--- src/sv/sbw_pkg.sv ---
// shared types, constants and helpers for the colour-keyed sprite blitter
// no dependencies; used by every module of the block by scoped names
package sbw_pkg;

    localparam int unsigned MAX_RESOLUTION_DEF = 2048;

    localparam int unsigned CFG_INDEX_W = 4;
    localparam int unsigned CFG_DATA_W  = 16;
    localparam int unsigned COORD_W     = 16;
    localparam int unsigned SIZE_W      = 12;
    localparam int unsigned NBYTES_W    = 3;
    localparam int unsigned PIX_W       = 16;
    localparam int unsigned OFF_W       = 24;
    localparam int unsigned BYTE_W      = 8;

    // register indexes
    localparam logic [CFG_INDEX_W-1:0] REG_ORIGIN_X        = 4'd0;
    localparam logic [CFG_INDEX_W-1:0] REG_ORIGIN_Y        = 4'd1;
    localparam logic [CFG_INDEX_W-1:0] REG_SPRITE_WIDTH    = 4'd2;
    localparam logic [CFG_INDEX_W-1:0] REG_SPRITE_HEIGHT   = 4'd3;
    localparam logic [CFG_INDEX_W-1:0] REG_SCREEN_WIDTH    = 4'd4;
    localparam logic [CFG_INDEX_W-1:0] REG_SCREEN_HEIGHT   = 4'd5;
    localparam logic [CFG_INDEX_W-1:0] REG_PIXEL_BYTES     = 4'd6;
    localparam logic [CFG_INDEX_W-1:0] REG_TRANSPARENT_KEY = 4'd7;

    // reset values
    localparam logic [COORD_W-1:0]  RST_ORIGIN_X        = 16'd0;
    localparam logic [COORD_W-1:0]  RST_ORIGIN_Y        = 16'd0;
    localparam logic [SIZE_W-1:0]   RST_SPRITE_WIDTH    = 12'd1;
    localparam logic [SIZE_W-1:0]   RST_SPRITE_HEIGHT   = 12'd1;
    localparam logic [SIZE_W-1:0]   RST_SCREEN_WIDTH    = 12'd1024;
    localparam logic [SIZE_W-1:0]   RST_SCREEN_HEIGHT   = 12'd768;
    localparam logic [NBYTES_W-1:0] RST_PIXEL_BYTES     = 3'd1;
    localparam logic [PIX_W-1:0]    RST_TRANSPARENT_KEY = 16'd0;

    localparam logic [NBYTES_W-1:0] NBYTES_MIN = 3'd1;
    localparam logic [NBYTES_W-1:0] NBYTES_MAX = 3'd4;

    typedef struct packed {
        logic [COORD_W-1:0]  origin_x;
        logic [COORD_W-1:0]  origin_y;
        logic [SIZE_W-1:0]   sprite_width;
        logic [SIZE_W-1:0]   sprite_height;
        logic [SIZE_W-1:0]   screen_width;
        logic [SIZE_W-1:0]   screen_height;
        logic [NBYTES_W-1:0] pixel_bytes;
        logic [PIX_W-1:0]    transparent_key;
    } cfg_t;

    typedef struct packed {
        logic accept;     // latch pixel and coordinates, step counters
        logic calc;       // row product and visibility
        logic load;       // first word into the output registers
        logic next_byte;  // current word taken, move to the next byte
    } dp_cmd_t;

    typedef struct packed {
        logic visible;
        logic last;
    } dp_status_t;

    function automatic logic [NBYTES_W-1:0] clamp_bytes(input logic [NBYTES_W-1:0] raw);
        logic [NBYTES_W-1:0] res;
        res = raw;
        if (raw < NBYTES_MIN) begin
            res = NBYTES_MIN;
        end else if (raw > NBYTES_MAX) begin
            res = NBYTES_MAX;
        end
        return res;
    endfunction

endpackage

--- src/sv/sprite_blit_color_key_writer_top.sv ---
// colour-keyed sprite blitter, frame-buffer byte writer
// a taken pixel passes the calc state, then the load state, before its first byte word is offered;
// a visible pixel then emits one byte word per pixel byte, holding while m_ready is low; a keyed or
//   clipped pixel returns to idle from calc; one pixel is in flight at a time
// reset: synchronous active-low aresetn clears counters and control, config to its defaults
// depends on sbw_pkg, sbw_regs, sbw_ctrl, sbw_dp
module sprite_blit_color_key_writer_top #(
    parameter int unsigned MAX_RESOLUTION = sbw_pkg::MAX_RESOLUTION_DEF
) (
    input  logic                               aclk,
    input  logic                               aresetn,
    input  logic                               cfg_wr_en,
    input  logic [sbw_pkg::CFG_INDEX_W-1:0]    cfg_index,
    input  logic [sbw_pkg::CFG_DATA_W-1:0]     cfg_wdata,
    input  logic                               s_valid,
    output logic                               s_ready,
    input  logic [sbw_pkg::PIX_W-1:0]          s_pixel_value,
    output logic                               m_valid,
    input  logic                               m_ready,
    output logic [sbw_pkg::OFF_W-1:0]          m_byte_offset,
    output logic [sbw_pkg::BYTE_W-1:0]         m_byte_data,
    output logic                               m_pixel_last
);

    sbw_pkg::cfg_t       cfg;
    sbw_pkg::dp_cmd_t    cmd;
    sbw_pkg::dp_status_t status;

    sbw_regs u_regs (
        .aclk      (aclk),
        .aresetn   (aresetn),
        .cfg_wr_en (cfg_wr_en),
        .cfg_index (cfg_index),
        .cfg_wdata (cfg_wdata),
        .cfg       (cfg)
    );

    sbw_ctrl u_ctrl (
        .aclk    (aclk),
        .aresetn (aresetn),
        .s_valid (s_valid),
        .m_ready (m_ready),
        .status  (status),
        .s_ready (s_ready),
        .m_valid (m_valid),
        .cmd     (cmd)
    );

    sbw_dp #(
        .MAX_RESOLUTION (MAX_RESOLUTION)
    ) u_dp (
        .aclk          (aclk),
        .aresetn       (aresetn),
        .cfg           (cfg),
        .cmd           (cmd),
        .s_pixel_value (s_pixel_value),
        .status        (status),
        .m_byte_offset (m_byte_offset),
        .m_byte_data   (m_byte_data),
        .m_pixel_last  (m_pixel_last)
    );

endmodule

--- src/sv/sbw_regs.sv ---
// configuration register file of the sprite blitter
// depends on sbw_pkg
module sbw_regs (
    input  logic                               aclk,
    input  logic                               aresetn,
    input  logic                               cfg_wr_en,
    input  logic [sbw_pkg::CFG_INDEX_W-1:0]    cfg_index,
    input  logic [sbw_pkg::CFG_DATA_W-1:0]     cfg_wdata,
    output sbw_pkg::cfg_t                      cfg
);

    sbw_pkg::cfg_t cfg_reg;

    always_ff @(posedge aclk) begin
        if (!aresetn) begin
            cfg_reg.origin_x        <= sbw_pkg::RST_ORIGIN_X;
            cfg_reg.origin_y        <= sbw_pkg::RST_ORIGIN_Y;
            cfg_reg.sprite_width    <= sbw_pkg::RST_SPRITE_WIDTH;
            cfg_reg.sprite_height   <= sbw_pkg::RST_SPRITE_HEIGHT;
            cfg_reg.screen_width    <= sbw_pkg::RST_SCREEN_WIDTH;
            cfg_reg.screen_height   <= sbw_pkg::RST_SCREEN_HEIGHT;
            cfg_reg.pixel_bytes     <= sbw_pkg::RST_PIXEL_BYTES;
            cfg_reg.transparent_key <= sbw_pkg::RST_TRANSPARENT_KEY;
        end else if (cfg_wr_en) begin
            unique case (cfg_index)
                sbw_pkg::REG_ORIGIN_X: begin
                    cfg_reg.origin_x <= cfg_wdata[sbw_pkg::COORD_W-1:0];
                end
                sbw_pkg::REG_ORIGIN_Y: begin
                    cfg_reg.origin_y <= cfg_wdata[sbw_pkg::COORD_W-1:0];
                end
                sbw_pkg::REG_SPRITE_WIDTH: begin
                    cfg_reg.sprite_width <= cfg_wdata[sbw_pkg::SIZE_W-1:0];
                end
                sbw_pkg::REG_SPRITE_HEIGHT: begin
                    cfg_reg.sprite_height <= cfg_wdata[sbw_pkg::SIZE_W-1:0];
                end
                sbw_pkg::REG_SCREEN_WIDTH: begin
                    cfg_reg.screen_width <= cfg_wdata[sbw_pkg::SIZE_W-1:0];
                end
                sbw_pkg::REG_SCREEN_HEIGHT: begin
                    cfg_reg.screen_height <= cfg_wdata[sbw_pkg::SIZE_W-1:0];
                end
                sbw_pkg::REG_PIXEL_BYTES: begin
                    cfg_reg.pixel_bytes <= cfg_wdata[sbw_pkg::NBYTES_W-1:0];
                end
                sbw_pkg::REG_TRANSPARENT_KEY: begin
                    cfg_reg.transparent_key <= cfg_wdata[sbw_pkg::PIX_W-1:0];
                end
                default: begin
                    // unmapped index, write dropped
                end
            endcase
        end
    end

    assign cfg = cfg_reg;

endmodule

--- src/sv/sbw_ctrl.sv ---
// controller of the sprite blitter: sequences accept, calc, load and byte output
// depends on sbw_pkg
module sbw_ctrl (
    input  logic                  aclk,
    input  logic                  aresetn,
    input  logic                  s_valid,
    input  logic                  m_ready,
    input  sbw_pkg::dp_status_t   status,
    output logic                  s_ready,
    output logic                  m_valid,
    output sbw_pkg::dp_cmd_t      cmd
);

    typedef enum logic [1:0] {
        ST_IDLE,
        ST_CALC,
        ST_LOAD,
        ST_EMIT
    } state_t;

    state_t state_reg, state_next;
    logic   s_ready_reg, s_ready_next;
    logic   m_valid_reg, m_valid_next;

    always_comb begin
        state_next   = state_reg;
        s_ready_next = s_ready_reg;
        m_valid_next = m_valid_reg;
        cmd          = '0;
        unique case (state_reg)
            ST_IDLE: begin
                if (s_valid && s_ready_reg) begin
                    cmd.accept   = 1'b1;
                    state_next   = ST_CALC;
                    s_ready_next = 1'b0;
                end
            end
            ST_CALC: begin
                cmd.calc = 1'b1;
                if (status.visible) begin
                    state_next = ST_LOAD;
                end else begin
                    // keyed out or clipped: nothing to write
                    state_next   = ST_IDLE;
                    s_ready_next = 1'b1;
                end
            end
            ST_LOAD: begin
                cmd.load     = 1'b1;
                state_next   = ST_EMIT;
                m_valid_next = 1'b1;
            end
            ST_EMIT: begin
                if (m_ready) begin
                    if (status.last) begin
                        state_next   = ST_IDLE;
                        m_valid_next = 1'b0;
                        s_ready_next = 1'b1;
                    end else begin
                        cmd.next_byte = 1'b1;
                    end
                end
            end
            default: begin
                state_next   = ST_IDLE;
                s_ready_next = 1'b1;
                m_valid_next = 1'b0;
            end
        endcase
    end

    always_ff @(posedge aclk) begin
        if (!aresetn) begin
            state_reg   <= ST_IDLE;
            s_ready_reg <= 1'b1;
            m_valid_reg <= 1'b0;
        end else begin
            state_reg   <= state_next;
            s_ready_reg <= s_ready_next;
            m_valid_reg <= m_valid_next;
        end
    end

    assign s_ready = s_ready_reg;
    assign m_valid = m_valid_reg;

`ifndef SYNTHESIS
    a_ready_valid_exclusive: assert property (@(posedge aclk) disable iff (!aresetn)
        !(s_ready_reg && m_valid_reg))
        else $error("input ready while a word is offered");

    a_accept_closes_input: assert property (@(posedge aclk) disable iff (!aresetn)
        cmd.accept |=> !s_ready_reg)
        else $error("input still open after a pixel was taken");

    a_hidden_pixel_reopens: assert property (@(posedge aclk) disable iff (!aresetn)
        (cmd.calc && !status.visible) |=> (s_ready_reg && !m_valid_reg))
        else $error("hidden pixel did not return to idle");

    a_load_offers_word: assert property (@(posedge aclk) disable iff (!aresetn)
        cmd.load |=> m_valid_reg)
        else $error("loaded word not offered");
`endif

endmodule

--- src/sv/sbw_dp.sv ---
// datapath of the sprite blitter: sprite counters, coordinate and offset
// arithmetic, output word registers; depends on sbw_pkg
module sbw_dp #(
    parameter int unsigned MAX_RESOLUTION = sbw_pkg::MAX_RESOLUTION_DEF
) (
    input  logic                            aclk,
    input  logic                            aresetn,
    input  sbw_pkg::cfg_t                   cfg,
    input  sbw_pkg::dp_cmd_t                cmd,
    input  logic [sbw_pkg::PIX_W-1:0]       s_pixel_value,
    output sbw_pkg::dp_status_t             status,
    output logic [sbw_pkg::OFF_W-1:0]       m_byte_offset,
    output logic [sbw_pkg::BYTE_W-1:0]      m_byte_data,
    output logic                            m_pixel_last
);

    localparam int unsigned CW  = $clog2(MAX_RESOLUTION);
    localparam int unsigned SW  = $clog2(MAX_RESOLUTION + 1);
    localparam int unsigned MW  = CW + SW;
    localparam int unsigned OW  = sbw_pkg::OFF_W;
    localparam int unsigned XW  = sbw_pkg::COORD_W;
    localparam int unsigned NW  = sbw_pkg::NBYTES_W;
    localparam int unsigned BW  = sbw_pkg::BYTE_W;
    localparam logic [sbw_pkg::SIZE_W:0] MAX_EXT = (sbw_pkg::SIZE_W + 1)'(MAX_RESOLUTION);
    localparam logic [SW-1:0]            MAX_SZ  = SW'(MAX_RESOLUTION);

    // effective sizes
    logic [SW-1:0] spr_w, spr_h, scr_w, scr_h;
    logic [NW-1:0] nb;

    always_comb begin
        if ({1'b0, cfg.sprite_width} > MAX_EXT) begin
            spr_w = MAX_SZ;
        end else if (cfg.sprite_width == '0) begin
            spr_w = SW'(1);
        end else begin
            spr_w = SW'(cfg.sprite_width);
        end
        if ({1'b0, cfg.sprite_height} > MAX_EXT) begin
            spr_h = MAX_SZ;
        end else if (cfg.sprite_height == '0) begin
            spr_h = SW'(1);
        end else begin
            spr_h = SW'(cfg.sprite_height);
        end
        scr_w = ({1'b0, cfg.screen_width} > MAX_EXT) ? MAX_SZ : SW'(cfg.screen_width);
        scr_h = ({1'b0, cfg.screen_height} > MAX_EXT) ? MAX_SZ : SW'(cfg.screen_height);
        nb    = sbw_pkg::clamp_bytes(cfg.pixel_bytes);
    end

    // sprite counters
    logic [CW-1:0] col_reg, col_next;
    logic [CW-1:0] row_reg, row_next;
    logic [SW:0]   col_inc, row_inc;

    always_comb begin
        col_inc  = (SW + 1)'(col_reg) + (SW + 1)'(1);
        row_inc  = (SW + 1)'(row_reg) + (SW + 1)'(1);
        col_next = col_reg;
        row_next = row_reg;
        if (col_inc >= {1'b0, spr_w}) begin
            // also catches a counter left beyond a shrunk size
            col_next = '0;
            row_next = (row_inc >= {1'b0, spr_h}) ? '0 : CW'(row_inc);
        end else begin
            col_next = CW'(col_inc);
        end
    end

    always_ff @(posedge aclk) begin
        if (!aresetn) begin
            col_reg <= '0;
            row_reg <= '0;
        end else if (cmd.accept) begin
            col_reg <= col_next;
            row_reg <= row_next;
        end
    end

    // pixel pipeline registers
    logic [sbw_pkg::PIX_W-1:0] pix_reg;
    logic [XW-1:0]             x_reg, y_reg;
    logic [OW-1:0]             prod_reg, prod_next;
    logic [MW-1:0]             mul_full;
    logic [OW-1:0]             sum, scaled;

    assign mul_full  = MW'(y_reg[CW-1:0]) * MW'(scr_w);
    assign prod_next = OW'(mul_full);

    assign status.visible = (pix_reg != cfg.transparent_key)
                         && (x_reg < XW'(scr_w))
                         && (y_reg < XW'(scr_h));

    // offset times bytes per pixel, nb is one of 1..4
    always_comb begin
        sum    = prod_reg + OW'(x_reg[CW-1:0]);
        scaled = (nb[0] ? sum : '0)
               + (nb[1] ? (sum << 1) : '0)
               + (nb[2] ? (sum << 2) : '0);
    end

    // output word registers
    logic [OW-1:0] out_offset_reg;
    logic [BW-1:0] out_data_reg;
    logic          out_last_reg;
    logic [1:0]    idx_reg;
    logic [NW-1:0] idx_plus2;

    assign idx_plus2 = NW'(idx_reg) + NW'(2);

    always_ff @(posedge aclk) begin
        if (cmd.accept) begin
            pix_reg <= s_pixel_value;
            x_reg   <= cfg.origin_x + XW'(col_reg);
            y_reg   <= cfg.origin_y + XW'(row_reg);
        end
        if (cmd.calc) begin
            prod_reg <= prod_next;
        end
        if (cmd.load) begin
            out_offset_reg <= scaled;
            out_data_reg   <= pix_reg[BW-1:0];
            out_last_reg   <= (nb == NW'(1));
            idx_reg        <= '0;
        end else if (cmd.next_byte) begin
            out_offset_reg <= out_offset_reg + OW'(1);
            // high byte after the low one, zero above bit 15
            out_data_reg   <= (idx_reg == 2'd0) ? pix_reg[2*BW-1:BW] : '0;
            out_last_reg   <= (idx_plus2 == nb);
            idx_reg        <= idx_reg + 2'd1;
        end
    end

    assign status.last   = out_last_reg;
    assign m_byte_offset = out_offset_reg;
    assign m_byte_data   = out_data_reg;
    assign m_pixel_last  = out_last_reg;

`ifndef SYNTHESIS
    a_offset_steps: assert property (@(posedge aclk) disable iff (!aresetn)
        cmd.next_byte |=> (out_offset_reg == $past(out_offset_reg) + OW'(1)))
        else $error("byte offset did not step by one");

    a_single_byte_last: assert property (@(posedge aclk) disable iff (!aresetn)
        (cmd.load && nb == NW'(1)) |=> out_last_reg)
        else $error("single-byte pixel not marked last");

    a_counter_bound: assert property (@(posedge aclk) disable iff (!aresetn)
        (SW + 1)'(col_reg) < (SW + 1)'(MAX_RESOLUTION)
        && (SW + 1)'(row_reg) < (SW + 1)'(MAX_RESOLUTION))
        else $error("sprite counter beyond maximum resolution");
`endif

endmodule

--- config.mk ---
export PLATFORM = sky130hd
export DESIGN_NAME = sprite_blit_color_key_writer_top
export DESIGN_NICKNAME = d
export VERILOG_FILES = /design/src/sv/sbw_pkg.sv /design/src/sv/sprite_blit_color_key_writer_top.sv /design/src/sv/sbw_regs.sv /design/src/sv/sbw_ctrl.sv /design/src/sv/sbw_dp.sv
export SDC_FILE = /design/constraint.sdc
export NUM_CORES = 1
export LEC_CHECK = 0
export CAP_MARGIN = 20
export CORE_ASPECT_RATIO = 0.9
export CORE_MARGIN = 1.5
export CORE_UTILIZATION = 36
export DETAILED_ROUTE_END_ITERATION = 16
export DONT_BUFFER_PORTS = 1
export PLACE_DENSITY = 0.57
export SYNTH_ARGS = -nofsm -noshare
export SYNTH_HDL_FRONTEND = slang
export SYNTH_HIERARCHICAL = 1
export SYNTH_SLANG_ARGS = --single-unit
--- constraint.sdc ---
create_clock -name aclk -period 6 [get_ports aclk]
set_clock_uncertainty 0.1 [all_clocks]
set_input_delay 0.6 -clock aclk [delete_from_list [all_inputs] [get_ports aclk]]
set_output_delay 0.6 -clock aclk [all_outputs]
set_load 0.02 [all_outputs]
* Word level (Yosys, flattened, before mapping)
Index checks and enable logic that the tools add are counted.
Storage, ports and cells: input port bits 41, word-level logic and storage cells 122, output and inout port bits 35, register bits 231
Operators by class: multiply operators 1, $add $sub $neg 10, eq/ne operators 17, reductions and logical operators 23, multiplexer cells 40, $lt $le $gt $ge 10
Operator list (number):
- $mux 24 | 5
- $mux 12 | 6
- $add 24x24->24 | 2
- $gt 12x12->1 const B | 4
- $add 16x11->16 | 2
- $lt 16x12->1 | 2
- $ge 13x12->1 | 2
- $add 11x1->12 const B | 2
- $add 23x11->24 | 1
- $add 24x1->24 const B | 1
- $logic_not 12->1 | 2
- $mux 8 | 3
- $mul 11x12->23 | 1
- $mux 11 | 2
- $reduce_and 2->1 | 9
- $eq 4x3->1 const B | 4
- $ne 16x16->1 | 1
- $mux 1 | 15
- $eq 4x2->1 const B | 2
- $mux 2 | 4
- $pmux 2 s4 | 1
- $mux 3 | 2
- $reduce_and 3->1 | 2
- $reduce_and 5->1 | 1
- 18 further kinds | 25

* Depth between registers and ports, before layout
Gate-level depths: netlist of the first run.
word-level depth 7, mapped depth 23, gate-level depth less buffers 22

* Cells and area by module
Netlist of the first run, hierarchy kept.
By module, submodules not included:
- sbw_dp | area an instance 14953.1 um^2, sequential area each 3603.5 um^2, times used 1, cells each 1686
- sbw_regs | area an instance 3706.1 um^2, sequential area each 1981.9 um^2, times used 1, cells each 350
- sbw_ctrl | area an instance 214.0 um^2, sequential area each 80.1 um^2, times used 1, cells each 24

* Worst setup path after synthesis of the first run
OpenSTA, ideal clock, no wires.
kind input to register, from in s_valid, to reg u_dp.row_reg[4], arrival time 5.578 ns, setup time 0.117 ns, path slack 0.204 ns, path buffers 2, stages on the path 8, required time 5.783 ns, path through nand2b_4 -> nor3b_1 -> clkbuf_1 -> inv_1 -> nor2_1 -> clkbuf_1 -> o211ai_1 -> a32o_1
RTL lines:
- start: declaration | RTL line sprite_blit_color_key_writer_top.sv:15 | input logic s_valid,
- end signal: assignment | RTL line sbw_dp.sv:76 | row_reg <= row_next;
- end: declaration | RTL line sbw_dp.sv:53 | logic [CW-1:0] row_reg, row_next;

* Worst setup path after layout of the first run
from reg u_regs.cfg_reg, in the netlist u_regs/cfg[42], to reg u_dp.prod_reg[21] (data pin)
Between the ends: word-level cells in the longest chain between the ends 3
RTL lines:
- start: declaration | RTL line sbw_regs.sv:12 | sbw_pkg::cfg_t cfg_reg;
- $gt 12x12->1 | RTL line sbw_dp.sv:46 | scr_w = ({1'b0, cfg.screen_width} > MAX_EXT) ? MAX_SZ : SW'(cfg.screen_width);
- $mux 12 (*) | RTL line sbw_dp.sv:46
- $mul 11x12->23 (*) | RTL line sbw_dp.sv:87 | assign mul_full = MW'(y_reg[CW-1:0]) * MW'(scr_w);
- via u_dp.mul_full[21] | RTL line sbw_dp.sv:84 | logic [MW-1:0] mul_full;
- end signal: assignment | RTL line sbw_dp.sv:118 | prod_reg <= prod_next;
- end: declaration | RTL line sbw_dp.sv:83 | logic [OW-1:0] prod_reg, prod_next;
The timed path passes the listed nets; every way through them passes the cells marked *. A chain may end at the register's enable or synchronous reset.

==> results of run 1 <==
## power breakdown
| group | switching, uW | internal (uW) | leakage [uW] |
|---|---|---|---|
| clock | 707 | 954 | 0.000444 |
| sequential | 52.4 | 1690 | 0.00200 |
| combinational | 298 | 195 | 0.00674 |
## cell type report
type	instances	share of cell area, %
Clock inverter	14	0.6506
Multi-Input combinational cell	1538	58.75
Sequential cell	231	27.54
Clock buffer	36	3.740
Inverter	207	3.776
Timing Repair Buffer	31	1.362
Tap cell	688	4.183
## cells by family after synthesis
family / after synthesis / share of synthesized area, %
muxes: 103 / 5.542
buffers and inverters: 291 / 6.172
DFF: 231 / 30.02
xor gates and xnor gates: 132 / 6.126
adders and majority gates: 280 / 23.10
AOI/OAI and AO/OA: 290 / 10.09
and+or+nand+nor: 733 / 18.95
## synth_stat cells (6+ instances only)
cell type	number	area, um2
nand3_1	50	250.2
mux2i_1	100	1001
nor4_1	10	62.56
clkbuf_1	67	251.5
nor3b_1	9	67.56
nand2b_1	13	81.33
a32o_1	8	80.08
fa_1	114	2282
nor2b_1	36	225.2
buf_6	6	67.56
xnor2_1	92	805.8
a31oi_1	7	43.79
a21o_1	40	300.3
xor2_1	40	350.3
and3_1	33	206.5
inv_1	207	777.0
o21ai_0	63	315.3
nand2_1	347	1303
nand4_1	18	112.6
edfxtp_1	104	3123
nor3_1	25	125.1
and2_1	82	513.0
a21oi_1	77	385.4
o211ai_1	11	82.58
ha_1	166	2077
a211oi_1	7	52.55
o21ai_1	7	35.03
a211o_1	6	52.55
o21a_1	10	75.07
a311oi_1	6	52.55
dfxtp_1	127	2542
nor2_1	66	247.7
## how the worst max path moves through the flow
stage / startpoint / to / slack (ns) / depth (start not counted)
4_1_cts: u_regs/cfg[42] / u_dp/prod_reg[20] / 0.04 / 16
3_3_place_gp: u_regs/cfg[42] / u_dp/prod_reg[20] / 0.23 / 16
3_5_place_dp: u_regs/cfg[42] / u_dp/prod_reg[22] / 0.07 / 16
5_1_grt: u_dp/y_reg[10] / u_dp/prod_reg[21] / 0.04 / 16
2_1_floorplan: s_valid / u_dp/row_reg[4] / 0.20 / 8
6_report: u_regs/cfg[42] / u_dp/prod_reg[21] / 0.36 / 17
## layer usage
layer	up-vias	routed length (um)	global-route usage, %	share of wire (%)
li1	6913	-	-	-
met1	6835	21610	22.86	48
met2	246	20860	28.30	46
met3	47	1741	1.807	3.9
met4	0	742	3.601	1.7
met5	-	0	0	0
## worst max-delay path, delay by kind of cell (launching register included)
| family | cells | cell delay (ns) |
|---|---|---|
| AND/OR/NAND/NOR | 3 | 0.60 |
| AO/OA/AOI/OAI | 5 | 1.15 |
| adder cells (fa/ha/maj) | 6 | 3.03 |
| buffers and inverters | 3 | 0.14 |
| flip-flops | 1 | 0.41 |
## stage by stage
step | instance area [um2] | setup WS (ns) | hold WS, ns | power, uW | utilization, %
after floorplan | 18870 | 0.2041 | 0.3335 | 2140 | -
after global placement | 19500 | 0.2349 | 0.3487 | 2253 | 37.72
after detailed placement | 19500 | 0.07026 | 0.3503 | 2262 | 37.72
after CTS | 20510 | 0.04131 | 0.003847 | 3939 | 39.68
after global routing | 20580 | 0.03702 | 0.008115 | 4063 | 39.80
final | 20580 | 0.3586 | 0.03273 | 3895 | 39.80
## what timing repair did
action	CTS	global route
hold buffers	11	0
resized for setup	0	8
endpoints found under the setup margin	0	8
endpoints found under the hold margin	11	0
==> impl_results.md, run 1 <==
* Status: completed
* Antenna violations before repair at 0
* FMAX at 177.3 MHz
* Final Hold Fails at 0
* Hold Path Class: in -> reg
* Cells after Synth at 2060
* Antenna-violating nets left at 0
* Maximum VDD drop at 0.2017 mV
* Die width at 244.4 um
* Synth Cell Area at 0.01887 mm2
* Ant diodes at 0
* HPWL Detailed at ~34 mm
* Initial Utilization at between 30% and 40%
* Max Root-Sink Buffers at 3
* Placed cell count at 2683
* Static Leak at 0.009183 uW
* Chip Height at 220.2 um
* Cell Pwr Density at 189.3 mW/mm2
* Distinct cells, synth at 86
* Fraction of layout instances using a drive strength above 1 at 5.250%
* GP Congestion at 0.8636
* CP peak stage delay at 0.56 ns
* Max stage delay cell, worst path: fa_1
* Reg clk slew, reported paths at 0.06 ns
* Post-CTS setup buffers at 0
* R2r setup slk at 0.36 ns
* Final setup vio count at 0
* Clk Latency, worst-skew pair at 0.57 ns
* Commonest non-fill, non-tap cell in the layout: nand2_1
* Yosys warnings at 6
* Most frequent cells in the layout: 347 x nand2_1, 207 x inv_1, 166 x ha_1, 126 x dfxtp_1, 114 x fa_1
* I/O pin count at 76
* Port Buffers at 0
* Reg2Reg Launch Point: u_regs/cfg[42]
* Worst Path Max Fanout at 16
* Post-layout nets at 2357
* RSZ-0062 raised after global routing: no
* CTS tree: yes
* Reg2reg end: u_dp/prod_reg[21]
* Max-cap viol count at 0
* Setup crit end kind: register
* Syn Area/Cell at 9.162 um2
* Core Footprint at 0.05170 mm2
* CTS Buf Count at 27
* Sequential Area at 0.005667 mm2
* CP startpoint kind: register
* CTS Sinks at about 230
* Worst-Margin Slew at 1.022 ns
* Number of synthesized flops with an enable pin at between 100 and 150
* Syn nets at 2381
* CP Data Arrival Time at about 5.9 ns
* GRT overflow at 0
* Seq/Total Area, Yosys at 30.02%
* Cell row count at 79
* Cell chain of the critical path: nor2b_1 > nand2_1 > fa_1 > fa_1 > inv_1 > fa_1 > fa_1 > inv_1 > fa_1 > inv_1 > ha_1 > nand2_1 > a21oi_1 > o2111ai_1 > a41o_1 > o21a_1 > o311ai_1
* Largest net degree at the start of global routing at 139
* Async set or reset register ratio after synthesis at 0%
* Critical Path RT at around 6.3 ns
* Gr usage total at 16.64%
* Die ar. at between 0.05 and 0.06 mm2
* Via count of the first global-routing pass at 13824
* DRT Pass-1 Iters at 5
* Crit Path Class: reg -> reg
* First-iteration detailed-routing DRC count at between 600 and 700
* Setup tns final at 0 ns
* FF+latch count, synth at 231
* # DRC at 0
* Area Growth Syn to Fin at 9.029%
* Rel. slew slack at 31.33%
* Wire per inst at between 15 and 20 um
* Flip-flop count of the largest register after layout at 99
* Final critical-path required period at 5.641 ns
* Tcrit/Tclk final at 94.02%
* First-pass GRT wire length at roughly 73 mm
* Via count at 14041
* Fill cells at just over 5000
* DR vias/cell at 5.115
* Final WL at 44.95 mm
* Root Buffer: clkbuf_16
* Main synth FF type: dfxtp_1
* Hold path depth at 0
* Reg2Reg Depth at 17
* Slew Viols, Final at 0
* Worst hold endpoint: u_dp/pix_reg[15]
* H-Tree Depth at 1
* Crit-path most repeated cell: fa_1
* Multi-input combinational cell area at roughly 0.012 mm2
* Hold path startpoint: s_pixel_value[15]
* Finished Layout Cells at 2745
No activity file was read; power rests on OpenSTA's default activity.
==> run 2: changes to the inputs <==
--- a/config.mk
+++ b/config.mk
@@ -8,10 +8,11 @@
 export CAP_MARGIN = 20
 export CORE_ASPECT_RATIO = 0.9
 export CORE_MARGIN = 1.5
-export CORE_UTILIZATION = 36
+export CORE_UTILIZATION = 35
+export CTS_CLUSTER_DIAMETER = 40
 export DETAILED_ROUTE_END_ITERATION = 16
 export DONT_BUFFER_PORTS = 1
-export PLACE_DENSITY = 0.57
+export PLACE_DENSITY = 0.56
 export SYNTH_ARGS = -nofsm -noshare
 export SYNTH_HDL_FRONTEND = slang
 export SYNTH_HIERARCHICAL = 1
==> run 2 against run 1 <==
Net effect:
- combinational power fell by 1%
- die area rose by 2.8%
- power rose by 15%
- via count rose by 0.19%
- highest routed layer unchanged
- worst setup slack got worse by 0.027 ns
- utilization fell by 0.47 points
- count of clock-buffer cells in the layout rose by 4
- hold slack improved by 0.021 ns
- sequential share of layout area fell by 0.43 points
- critical path type unchanged
==> impl_results.md, run 2 (synthesis gave the netlist of run 1 again) <==
* Die ar. at 0.05533 mm2
* Maximum VDD drop at 0.2187 mV
* H-Tree Depth at 2
* Most frequent cells in the layout: 347 x nand2_1, 207 x inv_1, 166 x ha_1, 126 x dfxtp_1, 114 x fa_1
* CP Data Arrival Time at between 5 and 6 ns
* Max-cap viol count at 0
* Tcrit/Tclk final at 94.48%
* Via count at roughly 14000
* Post-layout nets at 2361
* Final WL at 45.55 mm
* Worst Path Max Fanout at 16
* FMAX at between 150 and 200 MHz
* Largest net degree at the start of global routing at 139
* Die width at between 200 and 250 um
* Worst-Margin Slew at between 1 and 1.5 ns
* Clk Latency, worst-skew pair at 0.55 ns
* Root Buffer: clkbuf_16
* RSZ-0062 raised after global routing: no
* Worst hold endpoint: u_dp/pix_reg[2]
* Final setup vio count at 0
* Hold Buf Count CTS at 0
* Setup tns final at 0 ns
* Cell row count at 80
* Multi-input combinational cell area at around 0.012 mm2
* Gr usage total at 16.60%
* HPWL Detailed at 34.65 mm
* Post-CTS setup buffers at 0
* Fill cells at 5259
* Sequential Area at ~0.0057 mm2
* Reg clk slew, reported paths at 0.06 ns
* First-iteration detailed-routing DRC count at 649
* Hold Path Class: in -> reg
* Wire per inst at 16.48 um
* Antenna violations before repair at 0
* Via count of the first global-routing pass at roughly 14000
* Initial Utilization at between 30 and 40%
* Crit Path Class: reg -> reg
* CP startpoint kind: register
* Reg2reg end: u_dp/prod_reg[20]
* DRT Pass-1 Iters at 5
* First-pass GRT wire length at approximately 73 mm
* # DRC at 0
* Hold path startpoint: s_pixel_value[2]
* Slew Viols, Final at 0
* Antenna-violating nets left at 0
* Reg2Reg Depth at 18
* Rel. slew slack at 31.07%
* Setup crit end kind: register
* I/O pin count at 76
* Core Footprint at 0.05315 mm2
* Reg2Reg Launch Point: u_regs/cfg[42]
* CTS Sinks at approximately 230
* CTS tree: yes
* DR vias/cell at 5.092
* CTS Buf Count at 36
* Cell Pwr Density at 214.2 mW/mm2
* Flip-flop count of the largest register after layout at slightly below 100
* Final critical-path required period at around 5.7 ns
* Status: completed
* Port Buffers at 0
* Fraction of layout instances using a drive strength above 1 at just over 6%
* Ant diodes at 0
* Total Power at 4477 uW
* Max Root-Sink Buffers at 3
* GP Congestion at 0.8577
* Chip Height at between 200 and 250 um
* Hold path depth at 0
* Commonest non-fill, non-tap cell in the layout: nand2_1
* GRT overflow at 0
* Critical Path RT at 6.16 ns
* Static Leak at 0.009357 uW
* Area Growth Syn to Fin at 10.77%
* R2r setup slk at about 0.33 ns
* Final Hold Fails at 0
==> run 2: cell count changes in the layout (fill, tap and decap cells not counted), moves of 2 or more <==
cell           before  now
clkbuf_8            6    1
clkinvlp_4          2    0
clkinv_1            0    2
clkbuf_16          27   37
clkinv_2            5    2
bufinv_16           1    6
buf_4              19   24
inv_6               0    7
dlygate4sd3_1      11    0
==> run 2: area by class of cell <==
| cell class | count | share of cell area, % |
|---|---|---|
| timing repair buffer | 26 | 1.065 |
| sequential | 231 | 27.11 |
| clock inverter | 24 | 1.682 |
| tap | 697 | 4.172 |
| inverter | 207 | 3.717 |
| multi-input combinational | 1538 | 57.73 |
| clock buffer | 40 | 4.531 |
==> run 2: worst max-delay path, stage by stage (launching register included) <==
cell	delay [ns]
dfxtp_2	0.40
nor2b_1	0.35
buf_4	0.22
nand2_1	0.08
fa_1	0.52
inv_1	0.05
fa_1	0.46
fa_1	0.52
fa_1	0.55
inv_1	0.05
fa_1	0.53
inv_1	0.04
ha_1	0.39
and3_1	0.20
nand3_1	0.11
a32oi_1	0.41
a21bo_2	0.20
a21oi_1	0.07
xnor2_1	0.13
==> run 2: stage by stage <==
step                hold slack, ns  cells  setup slack [ns]  utilization, %  cell area [um2]
global route               0.02868   2763           0.01478           39.33            20910
global placement            0.3445   2697            0.2688           36.78            19550
finish                     0.05357   2763            0.3313           39.33            20910
CTS                        0.02523   2762            0.1361           39.25            20860
detailed placement          0.3504   2698            0.2126           36.81            19560
floorplan                   0.3335   2060            0.2041               -            18870
==> run 2: layer usage <==
metal	part of all wire, %	GRT usage (%)
met4	2.6	5.005
met2	46	27.03
met3	3.7	2.610
met1	48	22.55
met5	0	0
==> run 2: worst max path at each step <==
| stage | cells after the start | end | start | slack (ns) |
|---|---|---|---|---|
| floorplan | 8 | u_dp/row_reg[4] | s_valid | 0.20 |
| global placement | 20 | u_dp/prod_reg[20] | u_regs/cfg[42] | 0.27 |
| detailed placement | 20 | u_dp/prod_reg[22] | u_regs/cfg[42] | 0.21 |
| CTS | 20 | u_dp/prod_reg[22] | u_regs/cfg[42] | 0.14 |
| global route | 21 | u_dp/prod_reg[22] | u_regs/cfg[42] | 0.01 |
| finish | 18 | u_dp/prod_reg[20] | u_regs/cfg[42] | 0.33 |
==> run 2: power by group <==
group / leakage (uW) / switching, uW / internal [uW]
clock: 0.000634 / 823 / 1420
combinational: 0.00672 / 296 / 191
sequential: 0.00200 / 52.9 / 1690
==> run 2: what timing repair did <==
action,4_1_cts,5_1_grt
hold endpoints to repair,0,0
endpoints found under the setup margin,0,10
resized for setup,0,6
